`src/hw/rtl/ctp_pkg.sv`:
```
// Package for the text CAN frame parser: character codes, status codes,
// parser phase encoding, result record and the hex digit decoder.
// No dependencies.
package ctp_pkg;

    localparam int MaxDataBytesDefault = 8;

    localparam logic [7:0] ChHash = 8'h23;
    localparam logic [7:0] ChDot  = 8'h2E;
    localparam logic [7:0] ChRUp  = 8'h52;
    localparam logic [7:0] ChRLo  = 8'h72;

    localparam logic [4:0] HexMax     = 5'h0F;
    localparam logic [4:0] RemoteMax  = 5'd8;
    localparam logic [3:0] IdStdDigits = 4'd3;
    localparam logic [3:0] IdExtDigits = 4'd8;

    localparam logic [1:0] ST_OK  = 2'd0;
    localparam logic [1:0] ST_BAD = 2'd1;
    localparam logic [1:0] ST_FD  = 2'd2;
    localparam logic [1:0] ST_RSV = 2'd3;

    localparam int IdWidth   = 29;
    localparam int DataWidth = 64;

    typedef enum logic [6:0] {
        PH_ID     = 7'b0000001,
        PH_AFTER  = 7'b0000010,
        PH_HIGH   = 7'b0000100,
        PH_LOW    = 7'b0001000,
        PH_RDLC   = 7'b0010000,
        PH_FDFLAG = 7'b0100000,
        PH_IGNORE = 7'b1000000
    } t_phase;

    typedef struct packed {
        logic [DataWidth-1:0] payload;
        logic [3:0]           length_code;
        logic                 remote;
        logic                 extended;
        logic [IdWidth-1:0]   identifier;
        logic [1:0]           status;
    } t_result;

    // Value 0..15 of a hex digit, 16 for any other character.
    function automatic logic [4:0] ctp_hex(input logic [7:0] c);
        logic [4:0] v;
        v = 5'd16;
        if (c >= 8'h30 && c <= 8'h39) begin
            v = 5'(c - 8'h30);
        end else if (c >= 8'h41 && c <= 8'h46) begin
            v = 5'(c - 8'h37);
        end else if (c >= 8'h61 && c <= 8'h66) begin
            v = 5'(c - 8'h57);
        end
        return v;
    endfunction

endpackage

```
`src/hw/rtl/can_frame_text_parser.sv`:
```
// Text CAN frame parser, top level: input register, parser core and result
// register. Depends on ctp_pkg and ctp_core.
// Throughput: one character per cycle; only a final character waits, and only
// while the result register holds a result that has not been taken.
// o_m_tvalid rises when the result of the final character is written into the result register.
// Reset: synchronous, active low; empties both registers and clears the parser.
module can_frame_text_parser
    import ctp_pkg::*;
#(
    parameter int MAX_DATA_BYTES = MaxDataBytesDefault
) (
    input  logic         i_clk,
    input  logic         i_rst_n,
    input  logic         i_s_tvalid,
    output logic         o_s_tready,
    input  logic [7:0]   i_s_tdata,   // character[7:0]
    input  logic         i_s_tlast,   // last
    output logic         o_m_tvalid,
    input  logic         i_m_tready,
    output logic [103:0] o_m_tdata    // status[1:0], identifier[30:2], extended[31],
                                      // remote[32], length_code[36:33],
                                      // payload[100:37], zero[103:101]
);

    logic       r_in_valid;
    logic [7:0] r_in_char;
    logic       r_in_last;
    logic       r_out_valid;
    t_result    r_out;

    logic       advance;
    logic       res_valid;
    t_result    res;

    // A final character may only go through the parser when the result
    // register is free or being emptied in this cycle.
    assign advance    = r_in_valid && !(r_in_last && r_out_valid && !i_m_tready);
    assign o_s_tready = !r_in_valid || advance;

    ctp_core #(
        .MAX_DATA_BYTES(MAX_DATA_BYTES)
    ) u_core (
        .i_clk      (i_clk),
        .i_rst_n    (i_rst_n),
        .i_step     (advance),
        .i_char     (r_in_char),
        .i_last     (r_in_last),
        .o_res_valid(res_valid),
        .o_res      (res)
    );

    always_ff @(posedge i_clk) begin
        if (!i_rst_n) begin
            r_in_valid <= 1'b0;
        end else if (o_s_tready) begin
            r_in_valid <= i_s_tvalid;
        end
    end

    always_ff @(posedge i_clk) begin
        if (o_s_tready && i_s_tvalid) begin
            r_in_char <= i_s_tdata;
            r_in_last <= i_s_tlast;
        end
    end

    always_ff @(posedge i_clk) begin
        if (!i_rst_n) begin
            r_out_valid <= 1'b0;
        end else if (res_valid) begin
            r_out_valid <= 1'b1;
        end else if (i_m_tready) begin
            r_out_valid <= 1'b0;
        end
    end

    always_ff @(posedge i_clk) begin
        if (res_valid) begin
            r_out <= res;
        end
    end

    assign o_m_tvalid = r_out_valid;
    assign o_m_tdata  = {3'b000, r_out};

    a_status_code: assert property (@(posedge i_clk) disable iff (!i_rst_n)
        r_out_valid |-> r_out.status != ST_RSV)
        else $error("reserved status code on the result");

    a_error_clean: assert property (@(posedge i_clk) disable iff (!i_rst_n)
        (r_out_valid && r_out.status != ST_OK) |->
        (r_out.identifier == '0 && !r_out.extended && !r_out.remote
         && r_out.length_code == 4'd0 && r_out.payload == '0))
        else $error("failed frame carries nonzero fields");

    a_remote_form: assert property (@(posedge i_clk) disable iff (!i_rst_n)
        (r_out_valid && r_out.remote) |->
        (r_out.payload == '0 && r_out.length_code <= 4'd8))
        else $error("remote frame result malformed");

    a_length_range: assert property (@(posedge i_clk) disable iff (!i_rst_n)
        r_out_valid |-> r_out.length_code <= 4'(MAX_DATA_BYTES) || r_out.remote)
        else $error("length code beyond data byte limit");

    a_input_held: assert property (@(posedge i_clk) disable iff (!i_rst_n)
        (r_in_valid && !advance) |=> (r_in_valid && $stable(r_in_char)
                                      && $stable(r_in_last)))
        else $error("stalled character lost from the input register");

endmodule

```
`src/hw/rtl/ctp_core.sv`:
```
// Parser state registers and the per-character next-state logic; produces
// the frame result on the marked final character. Depends on ctp_pkg.
module ctp_core
    import ctp_pkg::*;
#(
    parameter int MAX_DATA_BYTES = MaxDataBytesDefault
) (
    input  logic       i_clk,
    input  logic       i_rst_n,
    input  logic       i_step,
    input  logic [7:0] i_char,
    input  logic       i_last,
    output logic       o_res_valid,
    output t_result    o_res
);

    localparam int PayW = 8 * MAX_DATA_BYTES;

    t_phase               r_phase, n_phase;
    logic [IdWidth-1:0]   r_id, n_id;
    logic [3:0]           r_id_cnt, n_id_cnt;
    logic [PayW-1:0]      r_pay, n_pay;
    logic [3:0]           r_byte_cnt, n_byte_cnt;
    logic [3:0]           r_high, n_high;
    logic                 r_dot, n_dot;
    logic                 r_remote, n_remote;
    logic [3:0]           r_rlen, n_rlen;
    logic [1:0]           r_err, n_err;

    logic [4:0] v;
    logic       v_hex;
    logic [1:0] status;

    assign v     = ctp_hex(i_char);
    assign v_hex = (v <= HexMax);

    always_comb begin
        n_phase    = r_phase;
        n_id       = r_id;
        n_id_cnt   = r_id_cnt;
        n_pay      = r_pay;
        n_byte_cnt = r_byte_cnt;
        n_high     = r_high;
        n_dot      = r_dot;
        n_remote   = r_remote;
        n_rlen     = r_rlen;
        n_err      = r_err;
        case (r_phase)
            PH_ID: begin
                if ((r_id_cnt == IdStdDigits || r_id_cnt == IdExtDigits)
                        && i_char == ChHash) begin
                    n_phase = PH_AFTER;
                end else if (r_id_cnt < IdExtDigits && v_hex) begin
                    n_id     = {r_id[IdWidth-5:0], v[3:0]};
                    n_id_cnt = r_id_cnt + 4'd1;
                end else begin
                    n_err   = ST_BAD;
                    n_phase = PH_IGNORE;
                end
            end
            PH_AFTER, PH_HIGH: begin
                if (r_phase == PH_AFTER && (i_char == ChRUp || i_char == ChRLo)) begin
                    n_remote = 1'b1;
                    n_phase  = PH_RDLC;
                end else if (r_phase == PH_AFTER && i_char == ChHash) begin
                    n_phase = PH_FDFLAG;
                end else if (i_char == ChDot && !r_dot) begin
                    n_dot   = 1'b1;
                    n_phase = PH_HIGH;
                end else if (v_hex) begin
                    n_high  = v[3:0];
                    n_phase = PH_LOW;
                end else begin
                    n_err   = ST_BAD;
                    n_phase = PH_IGNORE;
                end
            end
            PH_LOW: begin
                if (v_hex) begin
                    for (int i = 0; i < MAX_DATA_BYTES; i++) begin
                        if (r_byte_cnt == 4'(i)) begin
                            n_pay[8*i +: 8] = {r_high, v[3:0]};
                        end
                    end
                    n_byte_cnt = r_byte_cnt + 4'd1;
                    n_dot      = 1'b0;
                    n_phase    = (n_byte_cnt >= 4'(MAX_DATA_BYTES)) ? PH_IGNORE : PH_HIGH;
                end else begin
                    n_err   = ST_BAD;
                    n_phase = PH_IGNORE;
                end
            end
            PH_RDLC: begin
                if (v <= RemoteMax) begin
                    n_rlen = v[3:0];
                end
                n_phase = PH_IGNORE;
            end
            PH_FDFLAG: begin
                n_err   = v_hex ? ST_FD : ST_BAD;
                n_phase = PH_IGNORE;
            end
            default: begin
            end
        endcase
    end

    // A frame that stops inside the identifier, between the digits of a
    // byte, or before the CAN FD flags digit is incomplete.
    always_comb begin
        status = n_err;
        if (status == ST_OK && (n_phase == PH_ID || n_phase == PH_LOW
                                || n_phase == PH_FDFLAG)) begin
            status = ST_BAD;
        end
        o_res = '0;
        o_res.status = status;
        if (status == ST_OK) begin
            o_res.identifier = n_id;
            o_res.extended   = (n_id_cnt == IdExtDigits);
            o_res.remote     = n_remote;
            if (n_remote) begin
                o_res.length_code = n_rlen;
            end else begin
                o_res.length_code = n_byte_cnt;
                o_res.payload     = DataWidth'(n_pay);
            end
        end
    end

    assign o_res_valid = i_step && i_last;

    always_ff @(posedge i_clk) begin
        if (!i_rst_n || (i_step && i_last)) begin
            r_phase    <= PH_ID;
            r_id       <= '0;
            r_id_cnt   <= '0;
            r_pay      <= '0;
            r_byte_cnt <= '0;
            r_high     <= '0;
            r_dot      <= 1'b0;
            r_remote   <= 1'b0;
            r_rlen     <= '0;
            r_err      <= ST_OK;
        end else if (i_step) begin
            r_phase    <= n_phase;
            r_id       <= n_id;
            r_id_cnt   <= n_id_cnt;
            r_pay      <= n_pay;
            r_byte_cnt <= n_byte_cnt;
            r_high     <= n_high;
            r_dot      <= n_dot;
            r_remote   <= n_remote;
            r_rlen     <= n_rlen;
            r_err      <= n_err;
        end
    end

endmodule
```
`config.mk`:
```
export PLATFORM = sky130hd
export DESIGN_NAME = can_frame_text_parser
export DESIGN_NICKNAME = d
export VERILOG_FILES = /design/src/hw/rtl/ctp_pkg.sv /design/src/hw/rtl/can_frame_text_parser.sv /design/src/hw/rtl/ctp_core.sv
export SDC_FILE = /design/constraint.sdc
export NUM_CORES = 1
export LEC_CHECK = 0
export ABC_AREA = 1
export BUFFER_PORTS_ARGS = -buffer_cell sky130_fd_sc_hd__buf_2
export CORE_MARGIN = 4
export CORE_UTILIZATION = 53
export CTS_CLUSTER_SIZE = 20
export DETAILED_ROUTE_END_ITERATION = 12
export PLACE_DENSITY = 0.73
export SYNTH_ARGS = -nofsm -noshare
export SYNTH_HDL_FRONTEND = slang
export SYNTH_SLANG_ARGS = --single-unit
```
`constraint.sdc`:
```
create_clock -name i_clk -period 3.53 [get_ports i_clk]
set_input_delay 0.706 -clock i_clk [delete_from_list [all_inputs] [get_ports i_clk]]
set_output_delay 0.706 -clock i_clk [all_outputs]
set_load 0.02 [all_outputs]
```
## Word level (Yosys, flattened, before mapping)

Cells that the tools add are included.

- Shifts and indexed selects: 0
- $add $sub $neg: 5
- Multipliers: 0
- Mux-type cells: 51
- $lt $le $gt $ge: 10
- Reduce and logical (&&, ||, !) cells: 35
- Equality and inequality tests: 27
- Bitwise logic cells: 4
- Divide/modulo/power cells: 0

Operator list:

| operator | number |
|---|---|
| $mux 64 | 2 |
| $mux 29 | 3 |
| $mux 8 | 8 |
| $mux 7 | 8 |
| $mux 4 | 8 |
| $pmux 7 s4 | 1 |
| $eq 4x3->1 const B | 4 |
| $eq 8x6->1 const B | 2 |
| $eq 8x7->1 const B | 2 |
| $ge 8x7->1 const B | 2 |
| $le 8x7->1 const B | 2 |
| $mux 2 | 8 |
| $mux 5 | 3 |
| $sub 5x5->5 const B | 3 |
| $eq 7x1->1 const B | 2 |
| $eq 7x4->1 const B | 2 |
| $eq 7x6->1 const B | 2 |
| $logic_and 1x1->1 | 14 |
| $eq 4x2->1 const B | 3 |
| $reduce_and 6->1 | 2 |
| $le 5x4->1 const B | 2 |
| $add 4x1->4 const B | 2 |
| $eq 4x4->1 const B | 2 |
| $ge 8x6->1 const B | 1 |
| 19 further kinds | 44 |

- ROM bits: 0
- Bits in latches: 0
- Memories kept: 0
- Bits in writable memories: 0
- Flip-flop bits (word level): 232

## Longest topological paths before layout

- Depth in word-level cells: 19
- Mapped depth: 16
- Mapped depth without buffers: 16

## By module

A second synthesis with hierarchy kept.

- Cells, all modules: 1362
- Area, all modules: 10889.2 sq um

By module, submodules not included:

| module | area each (sq um) | cells an instance | seq. area each (sq um) | instances |
|---|---|---|---|---|
| ctp_core | 7460.9 | 1235 | 2402.3 | 1 |
| can_frame_text_parser | 3428.3 | 127 | 3343.2 | 1 |

## Least setup slack after synthesis

No wires, ideal clock.

- Path kind: input -> register
- From: input port i_m_tready
- To: register r_out, in the netlist o_m_tdata[0], enable pin
- Slack: 97 ps
- Path buffers: 0
- Arrival: 2978 ps
- Data required time: 3075 ps
- Cell stages on the path: 6
- Cells stage by stage: nor2_1 -> nand2_1 -> nand2_1 -> inv_1 -> nand2_1 -> inv_1

- Longest elaborated chain between the ends: 5

RTL lines:

| what | line | text |
|---|---|---|
| start: declaration | can_frame_text_parser.sv:19 | `input logic i_m_tready,` |
| $logic_not 1->1 | can_frame_text_parser.sv:37 | `assign advance = r_in_valid && !(r_in_last && r_out_valid && !i_m_tready);` |
| $logic_and 1x1->1 | can_frame_text_parser.sv:37 |  |
| $logic_not 1->1 | can_frame_text_parser.sv:37 |  |
| $logic_and 1x1->1 | can_frame_text_parser.sv:37 |  |
| $logic_and 1x1->1 | ctp_core.sv:131 | `assign o_res_valid = i_step && i_last;` |
| named net res_valid | can_frame_text_parser.sv:32 | `logic res_valid;` |
| end signal: assignment | can_frame_text_parser.sv:79 | `r_out <= res;` |
| end: declaration | can_frame_text_parser.sv:29 | `t_result r_out;` |

The timed path passes the listed nets, and every way through them passes these cells.
A chain may end at the register's enable or synchronous reset.

## Worst setup path after layout

- From: register r_in_char[0]
- To: register r_out, in the netlist o_m_tdata[31], data pin

- Longest elaborated chain between the ends: 17

RTL lines:

| what | line | text |
|---|---|---|
| start: declaration | can_frame_text_parser.sv:26 | `logic [7:0] r_in_char;` |
| start signal: assignment | can_frame_text_parser.sv:62 | `r_in_char <= i_s_tdata;` |
| $ge 8x7->1 or $le 8x7->1 (tied branches) | ctp_pkg.sv:53 | `end else if (c >= 8'h61 && c <= 8'h66) begin` |
| $logic_and 1x1->1 | ctp_pkg.sv:53 |  |
| $mux 5 | ctp_pkg.sv:53 |  |
| $mux 5 | ctp_pkg.sv:51 | `end else if (c >= 8'h41 && c <= 8'h46) begin` |
| $mux 5 | ctp_pkg.sv:49 | `if (c >= 8'h30 && c <= 8'h39) begin` |
| $le 5x4->1 | ctp_core.sv:35 | `assign v_hex = (v <= HexMax);` |
| $mux 7 | ctp_core.sv:70 | `end else if (v_hex) begin` |
| $mux 7 | ctp_core.sv:67 | `end else if (i_char == ChDot && !r_dot) begin` |
| $mux 7 | ctp_core.sv:65 | `end else if (r_phase == PH_AFTER && i_char == ChHash) begin` |
| $mux 7 | ctp_core.sv:62 | `if (r_phase == PH_AFTER && (i_char == ChRUp \|\| i_char == ChRLo)) begin` |
| $pmux 7 s4 | ctp_core.sv:48 | `case (r_phase)` |
| $eq 7x1->1 or $eq 7x4->1 (tied branches) | ctp_core.sv:112 | `if (status == ST_OK && (n_phase == PH_ID \|\| n_phase == PH_LOW` |
| $logic_or 1x1->1 | ctp_core.sv:112 |  |
| $logic_or 1x1->1 | ctp_core.sv:113 | `\|\| n_phase == PH_FDFLAG)) begin` |
| $logic_and 1x1->1 | ctp_core.sv:112 |  |
| $mux 2 | ctp_core.sv:112 |  |
| $logic_not 2->1 | ctp_core.sv:118 | `if (status == ST_OK) begin` |

Parallel ways exist; a longest one is shown, timed or not.

==> metrics.md <==
| Metric | Value |
|---|---|
| Final Power | `roughly 6500 uW` |
| Ys Warns | `0` |
| Detail Placement HPWL | `approximately 15000 um` |
| Clock buffer depth | `3` |
| Critical path arrival | `3.34 ns` |
| P_int | `about 5000 uW` |
| Vias in the first global route | `7641` |
| Antenna fix cells | `0` |
| Register area share after synthesis | `54.4%` |
| Top cells by count, synth | `nand2_1, inv_1, nor2_1, dfxtp_1, edfxtp_1` |
| # IOs | `about 120` |
| Multi-input gate area in the final layout | `3700 um^2` |
| Adder-Cell Fraction of Synth Area | `1.18%` |
| Top_reg_cell synth | `dfxtp_1` |
| Final hold violation count | `0` |
| Starting Density | `54.1%` |
| Initial antenna violation count | `0` |
| Pwr per Cell Area | `534 nW/um^2` |
| Endpoint type of the worst setup path | `register` |
| Largest family of logic cells by synthesized area | `simple AND/OR/NAND/NOR gates` |
| Fin crit period | `2.97 ns` |
| Area of the core | `19500 um^2` |
| TritonCTS clock tree | `built` |
| TNS Setup | `0 ns` |
| Worst setup SP type | `register` |
| Clock power share | `a little over two fifths` |
| Initial drt markers | `713` |
| Residual DRC | `0` |
| Worst Tran Pin Value | `0.839 ns` |
| Final nets | `approximately 1400` |
| LEAKAGE | `around 0.0059 uW` |
| Skew-Pair Late Insertion Delay | `0.53 ns` |
| Busiest layer in global routing | `met2` |
| Std-Cell Rows | `51` |
| Max cap viols | `0` |
| Endpoints failing setup | `0` |
| Hold WC Path Type | `input port to register` |
| Chip Height | `149 um` |
| Pin count of the biggest net entering global routing | `99` |
| Clock skew | `0.0126 ns` |
| Vias/cell | `~5.1` |
| Cells after Synth | `1233` |
| Number of hold buffers added after cts | `0` |
| First-pass GRT wire length | `37800 um` |
| Non-filler instance count after layout | `1611` |
| Clock sink count | `232` |
| GR Util met3 | `under 10%` |
| Clock slew at reported path FFs | `0.06 ns` |
| Top cell type's share of synthesized area | `31.3%` |
| Die Area | `roughly 22000 um^2` |
| Synth cell types | `44` |
| I/O Buffers | `115` |
| Outcome | `complete, no violations` |
| Dpl cells | `1565` |
| Maximum vdd drop | `0.383 mV` |
| Total congestion overflow | `0` |
| Count of pins over their slew limit | `0` |
| Count leader, synth | `nand2_1` |
| Die width | `between 100 and 150 um` |
| Pre-antenna DRT Iters | `5` |
| Number of synthesized flops with an enable pin | `110` |
| CTS buffer count | `25` |
| Required @ worst endpoint | `3.90 ns` |
| Final ANT Viol Nets | `0` |
| Net switching power | `around 1600 uW` |
| Average size of a mapped cell | `8.57 um^2` |
| Period Utilization, post-route | `84.2%` |
| Share of layout cells above drive strength 1 | `17.4%` |
| Comb pwr share | `approximately a tenth` |
| Synth area leaders | `edfxtp_1, dfxtp_1, nand2_1` |
| Switching Share | `24.6%` |
| Vias | `8280` |
| WL per Instance | `between 10 and 15 um` |
| RSZ-0062 raised after global routing | `no` |
| Synth Area in Simple Gates | `between 10% and 20%` |
| Cell Area, Synth | `10600 um^2` |
| Layout area overhead | `15.1%` |
| Met2 GRT Util | `about a third` |
| Met1 Use GR | `29.0%` |
| Post-Synth XOR/XNOR Area | `0.415%` |
| Fill count | `~1700` |
| Post-cts sizing count | `0` |
| Critical Path Fanout Max | `20` |
| F_max | `0.336 GHz` |
| Hold_ws | `0.363 ns` |
| Slew HR | `44.1%` |
| WS Path Type | `register to register` |
| H-tree Lvls | `1` |
| Final wirelength | `23200 um` |
| Post-synth ARST share | `0%` |
| Mux contribution to synthesized area | `0.0948%` |
| Compound-Gate Fraction of Synth Area | `approximately 15%` |
| Yosys top cell by area | `edfxtp_1` |
| Total GRT Usage | `between 20% and 30%` |
| Root Buffer | `clkbuf_16` |
| Register area | `~5700 um^2` |
| #FFs+latches synth | `232` |
| Register share of total power | `46.4%` |
| RePlAce Congestion | `between 0.8 and 0.9` |
| Postcts setup bufs | `0` |
-- power groups by stage --
stage / Combinational (uW) / Clock [uW] / Sequential, uW
3_3_place_gp: 674 / 0 / 3060
2_1_floorplan: 520 / 0 / 3090
6_report: 693 / 2790 / 3010
4_1_cts: 697 / 2840 / 3010
5_1_grt: 782 / 2960 / 3020
3_5_place_dp: 692 / 0 / 3070
-- final timing paths --
path	start	endpoint	slack [ns]	cells past startpoint
setup / recovery	r_in_char[0]	o_m_tdata[31]	0.56	13
hold / removal	i_s_tdata[5]	r_in_char[5]	0.36	1
setup reg to reg	r_in_char[0]	o_m_tdata[31]	0.56	13
hold reg to reg	u_core.r_id[25]	u_core.r_id[25]	0.49	2
-- metrics by stage --
stage	area [um^2]	setup WS, ns	utilization (%)
3_3_place_gp	11300	0.678	57.8
6_report	12200	0.557	62.3
5_1_grt	12200	0.350	62.3
3_5_place_dp	11300	0.605	57.8
2_1_floorplan	10600	0.0970	-
4_1_cts	12200	0.595	62.3
-- layer usage --
layer,up-vias,routed length [um],part of all wire (%)
met2,220,10700,46
met3,44,1280,5.5
li1,4193,-,-
met4,0,529,2.3
met5,-,0,0
met1,3823,10700,46
-- flip-flops by register name, indices dropped and copies added (netlist names), 2 cells and up --
register and flops:
o_m_tdata 101, r_in_char 8, u_core.r_byte_cnt 4, u_core.r_err 2, u_core.r_high 4, u_core.r_id 29
u_core.r_id_cnt 4, u_core.r_pay 64, u_core.r_phase 7, u_core.r_rlen 4
-- area by class of cell --
| cell class | instances | share of cell area [%] |
|---|---|---|
| clock buffer | 30 | 5.30 |
| clock inverter | 16 | 1.91 |
| inverter | 207 | 6.45 |
| multi-input combinational | 730 | 30.4 |
| sequential | 232 | 47.3 |
| tap | 265 | 2.73 |
| timing repair buffer | 131 | 5.93 |
-- worst max-delay path, stage by stage, from the launching register on --
cell and delay, ns:
edfxtp_1 0.45, ha_1 0.29, nand2_1 0.10, nand2_1 0.05
nand2_1 0.05, nand2_1 0.10, nand2_2 0.11, nand2_2 0.11
nand3_1 0.13, nand3_1 0.09, nor2_2 0.22, nand4_2 0.54
buf_4 0.43, nor2_1 0.15
-- kinds of logic after synthesis --
group	count (synthesis)
and+or+nand+nor	449
other	1
buffers and inverters	273
DFF	232
adders and majority gates	10
muxes	1
AOI/OAI and AO/OA	262
xor gates and xnor gates	5
-- layout by cell type (no fill, tap or decap), types with 9 or more instances in the layout --
master / instances
nand3_1: 25
nor2_2: 11
or2_2: 25
a21oi_1: 43
buf_2: 115
clkbuf_16: 25
inv_1: 200
edfxtp_1: 110
o211ai_1: 78
o21ai_1: 42
buf_4: 14
dfxtp_1: 122
nand2_2: 9
nor2_1: 143
o21ai_0: 81
ha_1: 10
nand2_1: 214
(Power assumes the default switching activity.)
